==> src/hw/rtl/spfe_pkg.sv <==
// package: widths, constants, codes and control store of the power feature expander
`timescale 1ns / 1ps
package spfe_pkg;

	localparam int MAX_POWER   = 8;
	localparam int MAX_COLUMNS = 256;
	localparam int COL_W       = $clog2(MAX_COLUMNS);
	localparam int POW_W       = $clog2(MAX_POWER + 1);
	localparam int CFG_IDX_W   = 2;
	localparam int CFG_DATA_W  = 32;

	localparam logic signed [31:0] Q_ONE = 32'sh0001_0000;
	localparam logic signed [31:0] Q_MAX = 32'sh7FFF_FFFF;
	localparam logic signed [31:0] Q_MIN = 32'sh8000_0000;

	// register indexes
	localparam logic [CFG_IDX_W-1:0] REG_MAX_POWER   = 2'd0;
	localparam logic [CFG_IDX_W-1:0] REG_BIAS_ENABLE = 2'd1;
	localparam logic [CFG_IDX_W-1:0] REG_CLIP_LEVEL  = 2'd2;

	// divider: one quotient bit per cycle for the 33-bit quotient of 2^32
	localparam int DIV_STEPS = 33;
	localparam int DIV_CNT_W = $clog2(DIV_STEPS + 1);

	localparam int STEP_W = 3;
	localparam int OP_W   = 3;
	localparam int COND_W = 2;

	localparam logic [OP_W-1:0] OP_NOP   = 3'd0;
	localparam logic [OP_W-1:0] OP_LOAD  = 3'd1;
	localparam logic [OP_W-1:0] OP_EMIT  = 3'd2;
	localparam logic [OP_W-1:0] OP_RND   = 3'd3;
	localparam logic [OP_W-1:0] OP_RECIP = 3'd4;
	localparam logic [OP_W-1:0] OP_BIAS  = 3'd5;

	localparam logic [COND_W-1:0] C_NEXT   = 2'd0;
	localparam logic [COND_W-1:0] C_ALWAYS = 2'd1;
	localparam logic [COND_W-1:0] C_DLAST  = 2'd2;
	localparam logic [COND_W-1:0] C_NEG    = 2'd3;

	localparam logic [STEP_W-1:0] S_LOAD   = 3'd0;
	localparam logic [STEP_W-1:0] S_EMIT   = 3'd1;
	localparam logic [STEP_W-1:0] S_RND    = 3'd2;
	localparam logic [STEP_W-1:0] S_BRANCH = 3'd3;
	localparam logic [STEP_W-1:0] S_RECIP  = 3'd4;
	localparam logic [STEP_W-1:0] S_BIAS   = 3'd5;

	typedef struct packed {
		logic [OP_W-1:0]   op;
		logic [COND_W-1:0] cond;
		logic [STEP_W-1:0] target;
	} ctrl_t;

	function automatic ctrl_t ucode(input logic [STEP_W-1:0] step);
		ctrl_t w;
		unique case (step)
			S_LOAD:   w = '{op: OP_LOAD,  cond: C_NEXT,   target: S_LOAD};
			S_EMIT:   w = '{op: OP_EMIT,  cond: C_DLAST,  target: S_BRANCH};
			S_RND:    w = '{op: OP_RND,   cond: C_ALWAYS, target: S_EMIT};
			S_BRANCH: w = '{op: OP_NOP,   cond: C_NEG,    target: S_BIAS};
			S_RECIP:  w = '{op: OP_RECIP, cond: C_ALWAYS, target: S_EMIT};
			S_BIAS:   w = '{op: OP_BIAS,  cond: C_ALWAYS, target: S_LOAD};
			default:  w = '{op: OP_NOP,   cond: C_ALWAYS, target: S_LOAD};
		endcase
		return w;
	endfunction

endpackage

==> src/hw/rtl/spfe_if.sv <==
// interfaces: sample channel, feature channel and register write channel
`timescale 1ns / 1ps
interface spfe_in_if import spfe_pkg::*; ();
	logic               valid;
	logic               ready;
	logic signed [31:0] sample;
	logic               row_end;

	modport source (output valid, sample, row_end, input ready);
	modport sink (input valid, sample, row_end, output ready);
endinterface

interface spfe_out_if import spfe_pkg::*; ();
	logic               valid;
	logic               ready;
	logic signed [31:0] value;
	logic signed [4:0]  exponent;
	logic [COL_W-1:0]   base_column;
	logic               saturated;
	logic               last;

	modport source (output valid, value, exponent, base_column, saturated, last, input ready);
	modport sink (input valid, value, exponent, base_column, saturated, last, output ready);
endinterface

interface spfe_cfg_if import spfe_pkg::*; ();
	logic                  valid;
	logic                  ready;
	logic [CFG_IDX_W-1:0]  index;
	logic [CFG_DATA_W-1:0] data;

	modport source (output valid, index, data, input ready);
	modport sink (input valid, index, data, output ready);
endinterface

==> src/hw/rtl/signed_power_feature_expander.sv <==
// top level: microcoded power and reciprocal-power feature expander
`timescale 1ns / 1ps
// Each sample x yields x^1..x^D and then (1/c)^1..(1/c)^D, with D the clamped max_power,
// c the sample pushed out to +/-clip_level, and each power the rounded, saturated product
// of the previous one with its base; a row's last sample adds a 1.0 result when bias is on.
// The 33-step restoring divider for 2^32/c starts when the sample is taken and runs
// beside the positive powers, and each further power costs two steps of the sequencer
// (one multiply, one round and saturate). A new sample is taken only between sequences.
module signed_power_feature_expander import spfe_pkg::*; (
	input  logic       clk,
	input  logic       arst_n,
	spfe_in_if.sink    samples,
	spfe_out_if.source features,
	spfe_cfg_if.sink   cfg
);

	logic [3:0]        max_power_q;
	logic              bias_enable_q;
	logic [30:0]       clip_level_q;

	logic [STEP_W-1:0] step_q;
	ctrl_t             cw;
	logic              go;
	logic [STEP_W-1:0] step_nx;

	logic signed [31:0] acc_q;
	logic signed [31:0] base_q;
	logic signed [63:0] prod_q;
	logic               sticky_q;
	logic [POW_W-1:0]   d_q;
	logic               neg_q;
	logic               row_end_q;
	logic [COL_W-1:0]   col_q;
	logic [COL_W-1:0]   item_col_q;

	logic [31:0]          div_q;
	logic [31:0]          rem_q;
	logic [32:0]          quot_q;
	logic                 c_neg_q;
	logic [DIV_CNT_W-1:0] div_cnt_q;

	logic               out_valid_q;
	logic signed [31:0] out_value_q;
	logic signed [4:0]  out_exp_q;
	logic [COL_W-1:0]   out_col_q;
	logic               out_sat_q;
	logic               out_last_q;

	logic [POW_W-1:0]   d_eff;
	logic [31:0]        clip_eff;
	logic               slot_free;
	logic               div_busy;
	logic               bias_now;
	logic               emit;
	logic               d_last;

	logic signed [63:0] prod_full;
	logic signed [63:0] rsum;
	logic               rnd_ovf;
	logic signed [31:0] rnd_val;
	logic [POW_W-1:0]   d_inc;
	logic signed [31:0] extreme;

	logic [31:0]        x_mag;
	logic [31:0]        c_mag;
	logic [32:0]        trial;
	logic               trial_ge;
	logic signed [31:0] recip_val;
	logic               recip_sat;
	logic [4:0]         d_ext;

	// configuration
	assign cfg.ready = 1'b1;

	always_ff @(posedge clk or negedge arst_n) begin
		if (!arst_n) begin
			max_power_q   <= 4'd2;
			bias_enable_q <= 1'b0;
			clip_level_q  <= 31'd66;
		end else if (cfg.valid && cfg.ready) begin
			unique case (cfg.index)
				REG_MAX_POWER:   max_power_q   <= cfg.data[3:0];
				REG_BIAS_ENABLE: bias_enable_q <= cfg.data[0];
				REG_CLIP_LEVEL:  clip_level_q  <= cfg.data[30:0];
				default: ;
			endcase
		end
	end

	always_comb begin
		if (max_power_q == 4'd0)
			d_eff = POW_W'(1);
		else if ({1'b0, max_power_q} > 5'(MAX_POWER))
			d_eff = POW_W'(MAX_POWER);
		else
			d_eff = POW_W'(max_power_q);
	end

	assign clip_eff = (clip_level_q == '0) ? 32'd1 : {1'b0, clip_level_q};

	// sequencer
	assign cw        = ucode(step_q);
	assign slot_free = !out_valid_q || features.ready;
	assign div_busy  = div_cnt_q != '0;
	assign bias_now  = row_end_q && bias_enable_q;
	assign d_last    = d_q == d_eff;

	always_comb begin
		unique case (cw.op)
			OP_LOAD:  go = samples.valid;
			OP_EMIT:  go = slot_free;
			OP_RECIP: go = !div_busy;
			OP_BIAS:  go = !bias_now || slot_free;
			default:  go = 1'b1;
		endcase
	end

	always_comb begin
		step_nx = step_q;
		if (go) begin
			unique case (cw.cond)
				C_ALWAYS: step_nx = cw.target;
				C_DLAST:  step_nx = d_last ? cw.target : step_q + STEP_W'(1);
				C_NEG:    step_nx = neg_q ? cw.target : step_q + STEP_W'(1);
				default:  step_nx = step_q + STEP_W'(1);
			endcase
		end
	end

	always_ff @(posedge clk or negedge arst_n) begin
		if (!arst_n)
			step_q <= S_LOAD;
		else
			step_q <= step_nx;
	end

	assign samples.ready = cw.op == OP_LOAD;

	// power datapath
	assign prod_full = acc_q * base_q;
	assign rsum      = prod_q + 64'sd32768;
	assign rnd_ovf   = !((&rsum[63:47]) || !(|rsum[63:47]));
	assign rnd_val   = rnd_ovf ? (rsum[63] ? Q_MIN : Q_MAX) : rsum[47:16];
	assign d_inc     = d_q + POW_W'(1);
	assign extreme   = (base_q[31] && d_inc[0]) ? Q_MIN : Q_MAX;

	// reciprocal of the clipped sample
	assign x_mag    = samples.sample[31] ? 32'(-samples.sample) : 32'(samples.sample);
	assign c_mag    = (x_mag < clip_eff) ? clip_eff : x_mag;
	assign trial    = {rem_q, div_cnt_q == DIV_CNT_W'(DIV_STEPS)};
	assign trial_ge = trial >= {1'b0, div_q};

	always_comb begin
		recip_sat = 1'b0;
		if (!c_neg_q) begin
			if (quot_q[32] || quot_q[31]) begin
				recip_val = Q_MAX;
				recip_sat = 1'b1;
			end else begin
				recip_val = quot_q[31:0];
			end
		end else if (quot_q[32] || (quot_q[31] && (|quot_q[30:0]))) begin
			recip_val = Q_MIN;
			recip_sat = 1'b1;
		end else begin
			recip_val = -quot_q[31:0];
		end
	end

	always_ff @(posedge clk or negedge arst_n) begin
		if (!arst_n) begin
			div_cnt_q <= '0;
			col_q     <= '0;
		end else if (go && cw.op == OP_LOAD) begin
			div_cnt_q <= DIV_CNT_W'(DIV_STEPS);
			if (samples.row_end || col_q == COL_W'(MAX_COLUMNS - 1))
				col_q <= '0;
			else
				col_q <= col_q + COL_W'(1);
		end else if (div_busy) begin
			div_cnt_q <= div_cnt_q - DIV_CNT_W'(1);
		end
	end

	always_ff @(posedge clk) begin
		if (go && cw.op == OP_LOAD) begin
			div_q   <= c_mag;
			rem_q   <= '0;
			c_neg_q <= samples.sample[31];
		end else if (div_busy) begin
			rem_q  <= trial_ge ? 32'(trial - {1'b0, div_q}) : trial[31:0];
			quot_q <= {quot_q[31:0], trial_ge};
		end
	end

	always_ff @(posedge clk) begin
		if (go) begin
			case (cw.op)
				OP_LOAD: begin
					acc_q      <= samples.sample;
					base_q     <= samples.sample;
					sticky_q   <= 1'b0;
					d_q        <= POW_W'(1);
					neg_q      <= 1'b0;
					row_end_q  <= samples.row_end;
					item_col_q <= col_q;
				end
				OP_EMIT: prod_q <= prod_full;
				OP_RND: begin
					d_q <= d_inc;
					if (sticky_q) begin
						acc_q <= extreme;
					end else begin
						acc_q    <= rnd_val;
						sticky_q <= rnd_ovf;
					end
				end
				OP_RECIP: begin
					acc_q    <= recip_val;
					base_q   <= recip_val;
					sticky_q <= recip_sat;
					d_q      <= POW_W'(1);
					neg_q    <= 1'b1;
				end
				default: ;
			endcase
		end
	end

	// output register
	assign emit  = go && ((cw.op == OP_EMIT) || (cw.op == OP_BIAS && bias_now));
	assign d_ext = 5'(d_q);

	always_ff @(posedge clk or negedge arst_n) begin
		if (!arst_n)
			out_valid_q <= 1'b0;
		else if (emit)
			out_valid_q <= 1'b1;
		else if (features.ready)
			out_valid_q <= 1'b0;
	end

	always_ff @(posedge clk) begin
		if (emit) begin
			if (cw.op == OP_BIAS) begin
				out_value_q <= Q_ONE;
				out_exp_q   <= '0;
				out_col_q   <= '0;
				out_sat_q   <= 1'b0;
				out_last_q  <= 1'b1;
			end else begin
				out_value_q <= acc_q;
				out_exp_q   <= neg_q ? -d_ext : d_ext;
				out_col_q   <= item_col_q;
				out_sat_q   <= sticky_q;
				out_last_q  <= neg_q && d_last && !bias_now;
			end
		end
	end

	assign features.valid       = out_valid_q;
	assign features.value       = out_value_q;
	assign features.exponent    = out_exp_q;
	assign features.base_column = out_col_q;
	assign features.saturated   = out_sat_q;
	assign features.last        = out_last_q;

	// checks
	a_div_idle_on_request: assert property (@(posedge clk) disable iff (!arst_n)
		samples.valid && samples.ready |-> !div_busy)
		else $error("sample taken while divider still busy");

	a_sticky_holds: assert property (@(posedge clk) disable iff (!arst_n)
		sticky_q && go && cw.op == OP_RND |=> sticky_q)
		else $error("saturation flag dropped within a power sequence");

	a_power_in_range: assert property (@(posedge clk) disable iff (!arst_n)
		cw.op == OP_EMIT |-> d_q != '0 && d_q <= d_eff)
		else $error("power index outside 1..max_power");

	a_bias_result: assert property (@(posedge clk) disable iff (!arst_n)
		out_valid_q && out_exp_q == '0 |-> out_value_q == Q_ONE && out_col_q == '0
		&& out_last_q)
		else $error("bias result malformed");

endmodule
==> src/flat_wrapper.sv <==
// flat-port wrapper written by rule: the top's interface ports become plain ports
module signed_power_feature_expander_flat import spfe_pkg::*;
  (clk, arst_n, samples_valid, samples_sample, samples_row_end, samples_ready, features_valid, features_value, features_exponent, features_base_column, features_saturated, features_last, features_ready, cfg_valid, cfg_index, cfg_data, cfg_ready);
  spfe_in_if samples_i ();
  spfe_out_if features_i ();
  spfe_cfg_if cfg_i ();
  input  logic clk;
  input  logic arst_n;
  input wire logic [$bits(samples_i.valid)-1:0] samples_valid;
  input wire logic [$bits(samples_i.sample)-1:0] samples_sample;
  input wire logic [$bits(samples_i.row_end)-1:0] samples_row_end;
  output wire logic [$bits(samples_i.ready)-1:0] samples_ready;
  output wire logic [$bits(features_i.valid)-1:0] features_valid;
  output wire logic [$bits(features_i.value)-1:0] features_value;
  output wire logic [$bits(features_i.exponent)-1:0] features_exponent;
  output wire logic [$bits(features_i.base_column)-1:0] features_base_column;
  output wire logic [$bits(features_i.saturated)-1:0] features_saturated;
  output wire logic [$bits(features_i.last)-1:0] features_last;
  input wire logic [$bits(features_i.ready)-1:0] features_ready;
  input wire logic [$bits(cfg_i.valid)-1:0] cfg_valid;
  input wire logic [$bits(cfg_i.index)-1:0] cfg_index;
  input wire logic [$bits(cfg_i.data)-1:0] cfg_data;
  output wire logic [$bits(cfg_i.ready)-1:0] cfg_ready;
  assign samples_i.valid = samples_valid;
  assign samples_i.sample = samples_sample;
  assign samples_i.row_end = samples_row_end;
  assign samples_ready = samples_i.ready;
  assign features_valid = features_i.valid;
  assign features_value = features_i.value;
  assign features_exponent = features_i.exponent;
  assign features_base_column = features_i.base_column;
  assign features_saturated = features_i.saturated;
  assign features_last = features_i.last;
  assign features_i.ready = features_ready;
  assign cfg_i.valid = cfg_valid;
  assign cfg_i.index = cfg_index;
  assign cfg_i.data = cfg_data;
  assign cfg_ready = cfg_i.ready;
  signed_power_feature_expander u_core (.clk(clk), .arst_n(arst_n), .samples(samples_i), .features(features_i), .cfg(cfg_i));
endmodule
==> config.mk <==
export PLATFORM = sky130hd
export DESIGN_NAME = signed_power_feature_expander_flat
export DESIGN_NICKNAME = d
export VERILOG_FILES = /design/src/hw/rtl/spfe_pkg.sv /design/src/hw/rtl/spfe_if.sv /design/src/hw/rtl/signed_power_feature_expander.sv /design/src/flat_wrapper.sv
export SDC_FILE = /design/constraint.sdc
export NUM_CORES = 2
export LEC_CHECK = 0
export ABC_AREA = 1
export BUFFER_PORTS_ARGS = -buffer_cell sky130_fd_sc_hd__buf_2
export CAP_MARGIN = 20
export CORE_ASPECT_RATIO = 1.2
export CORE_MARGIN = 2
export CORE_UTILIZATION = 40
export DETAILED_ROUTE_END_ITERATION = 7
export GPL_TIMING_DRIVEN = 0
export SLEW_MARGIN = 10
export SYNTH_ARGS = -nofsm -noshare
export SYNTH_HDL_FRONTEND = slang
export SYNTH_SLANG_ARGS = --single-unit
==> constraint.sdc <==
create_clock -name clk -period 10.3 [get_ports clk]
set_input_delay 1.545 -clock clk [delete_from_list [all_inputs] [get_ports clk]]
set_output_delay 1.545 -clock clk [all_outputs]
set_load 0.02 [all_outputs]
==> flow_summary_export.csv <==
group,metric,value,unit
grt,grt_pass1_wl,342000,um
grt,grtUsageMet2,52.7,%
timing,finClkSkew,0.0286,ns
clock_tree,cts_tree,"built",
route,drc,0,
timing,post-route-period-util,93.8,%
status,outcome,"completed",
timing,relSlewSlack,12.3,%
worst_hold_path,hp-class,"reg -> reg",
grt,grt.met1_usage,38.7,%
die,start_util,40.2,%
timing,max_clock_freq,104,MHz
route,ant_nets,0,
timing,hold_viol_final,0,
worst_setup_path,crit_required,10.60,ns
die,core_area,143000,um^2
die,fp.dieArea,146000,um^2
layout,nNetsFinal,8666,
logic_synthesis,ys_async_sr_fraction,16.5,%
grt,top_usage_layer,"met2",
die,die_x,350,um
clock_tree,clock_latency,0.63,ns
worst_setup_path,r2r_slack,0.64,ns
clock_tree,htree_levels,1,
worst_setup_path,start_kind,"register",
worst_setup_path,endpoint_kind,"register",
layout,layout-drive-gt1-share,4.12,%
logic_synthesis,synth_cell_types,66,
timing,layout_min_cycle_time,9.66,ns
layout,nFillCells,14552,
grt,track_usage,33.0,%
clock_tree,numCtsBuffers,31,
worst_setup_path,path_class,"reg -> reg",
clock_tree,clockBufferDepth,3,
clock_tree,clk_pin_slew,0.07,ns
placed_design,place_congestion,1.11,
die,dieHeight,419,um
placed_design,hpwl,200000,um
grt,antenna_found_initial,16,
clock_tree,root_buffer,"clkbuf_16",
clock_tree,holdBufCountCts,0,
route,drtIter0Drc,4471,
layout,area_growth,7.47,%
clock_tree,ctsResizeCount,0,
run,drv_cap,0,
worst_setup_path,crit_path_max_fanout,10,
route,via_per_inst,5.31,
timing,setup_tns,0,ns
logic_synthesis,synth_ff_type,"edfxtp_1",
route,finalWirelength,239000,um
timing,finalSetupViolCount,0,
die,rows,152,
clock_tree,cts_setup_buffers,0,
grt,grt_remaining_overflow,0,
grt,grt_max_degree,55,
timing,maxSlewViolCount,0,
grt,grt_use_met3,7.07,%
logic_synthesis,synth_edf_count,241,
logic_synthesis,postSynthAreaPerCell,8.09,um^2
route,wl_per_cell,26.2,um
route,dr.pass1.iters,6,
logic_synthesis,yosys_warnings,0,
logic_synthesis,syn_area,57300,um^2
clock_tree,numClockSinks,327,
logic_synthesis,syn_inst,7083,
logic_synthesis,ys_seq_elements,327,
logic_synthesis,ys_seq_area_share,16.1,%
timing,rsz0062_at_grt,"false",
logic_synthesis,synth_nets,8492,
placed_design,port_buffers,119,
die,io_pins,122,
route,vias,48512,
grt,grt_pass1_vias,50111,
worst_setup_path,arrival,9.96,ns
timing,worst_slew_pin_slew,1.32,ns
## logic make-up after synthesis
family / after synthesis / share of synthesized area (%)
flip-flops: 327 / 16.1
XOR/XNOR: 170 / 2.60
buffers and inverters: 2194 / 14.6
AO/OA/AOI/OAI: 500 / 5.06
other: 1 / 0.00654
adder cells (fa/ha/maj): 1337 / 43.4
AND/OR/NAND/NOR: 2554 / 18.3
## final cells by class
cell class	instances	area, um^2	share of cell area, %
diodes	7	17.5	0.0284
clock buffers	38	802	1.30
clock inverters	19	218	0.353
well taps	1848	2310	3.75
plain buffers	283	1200	1.94
repair buffers	141	926	1.50
flip-flops and latches	327	9230	15.0
inverters	1911	7180	11.7
multi-input cells	4562	39700	64.5
## per-stage QoR
stage	hold slack, ns	setup WS (ns)	util, %	std cells	cell area, um^2
finish	0.471	0.640	43.2	9136	61600
global placement	0.455	0.545	42.2	9050	60200
global route	0.494	0.344	43.2	9131	61600
CTS	0.472	0.808	43.1	9117	61400
floorplan	0.440	2.69	-	7083	57300
detailed placement	0.459	0.857	42.4	9060	60400
## cells in the mapped netlist, types with 13 or more instances
cell type	n	share of area, %
inv_1	1896	12
nor2_1	436	2.9
dfrtp_1	51	2.2
a21o_1	13	0.17
xnor2_1	45	0.69
nand2_1	1724	11
nand3_1	193	1.7
dfxtp_1	32	1.1
ha_1	255	5.6
a31oi_1	24	0.26
edfxtp_1	241	13
o21a_1	19	0.25
o21bai_1	22	0.29
a21oi_1	196	1.7
nand3b_1	34	0.45
nand4_1	54	0.59
nor3_1	45	0.39
o21ai_0	146	1.3
xor2_1	125	1.9
fa_1	1082	38
clkbuf_1	248	1.6
## critical path: stages, from the launching register on
cell and delay (ns):
edfxtp_1 0.50, clkbuf_1 0.54, clkinv_1 0.71, clkbuf_1 0.66
nor2_1 0.28, fa_1 0.50, fa_1 0.53, fa_1 0.45
fa_1 0.54, fa_1 0.44, fa_1 0.48, fa_1 0.56
inv_1 0.07, fa_1 0.49, inv_1 0.20, ha_1 0.46
nand2_1 0.14, nor2_1 0.14, inv_1 0.09, nor2_1 0.18
inv_1 0.11, nor4_1 0.32, a21oi_1 0.22, xnor2_1 0.68
## per-layer routing
metal / wire [um] / share of wire (%)
met5: 55 / 0.023
met4: 23300 / 9.7
met3: 21100 / 8.8
met2: 109000 / 46
met1: 85900 / 36
## worst paths after layout
path	start	end	cells after the start
worst max-delay path	u_core.base_q[31]	u_core.prod_q[34]	23
max in group asynchronous	arst_n	u_core.clip_level_q[26]	1
worst min register to register	u_core.col_q[4]	u_core.item_col_q[4]	0
worst max register to register	u_core.base_q[31]	u_core.prod_q[34]	23
worst min-delay path	u_core.col_q[4]	u_core.item_col_q[4]	0
min in group asynchronous	arst_n	u_core.col_q[7]	1
## layout by cell type, fill, tap and decap left out, types with 32 or more instances in the layout
cell type and count:
inv_1 1893, nand2_1 1724, fa_1 1081, nor2_1 436, ha_1 255, clkbuf_1 251
edfxtp_1 241, a21oi_1 196, nand3_1 193, o21ai_0 146, buf_2 129, xor2_1 125
nand4_1 54, dfrtp_1 51, nor3_1 45, xnor2_1 45, nand3b_1 34, dfxtp_1 32
## sequential cells by signal, indices dropped and copies added (netlist names), 3 cells and up
name and flops:
u_core.prod_q 49, u_core.quot_q 33, u_core.acc_q 32, u_core.base_q 32
u_core.div_q 32, u_core.features.value 32, u_core.rem_q 32, u_core.clip_level_q 31
u_core.col_q 8, u_core.features.base_column 8, u_core.item_col_q 8, u_core.div_cnt_q 6
u_core.features.exponent 5, u_core.d_q 4, u_core.max_power_q 4, u_core.step_q 3
Power is left out: the tool's default activity adds up to more than one toggle a clock period on the data nets, which glitch-free logic cannot reach.
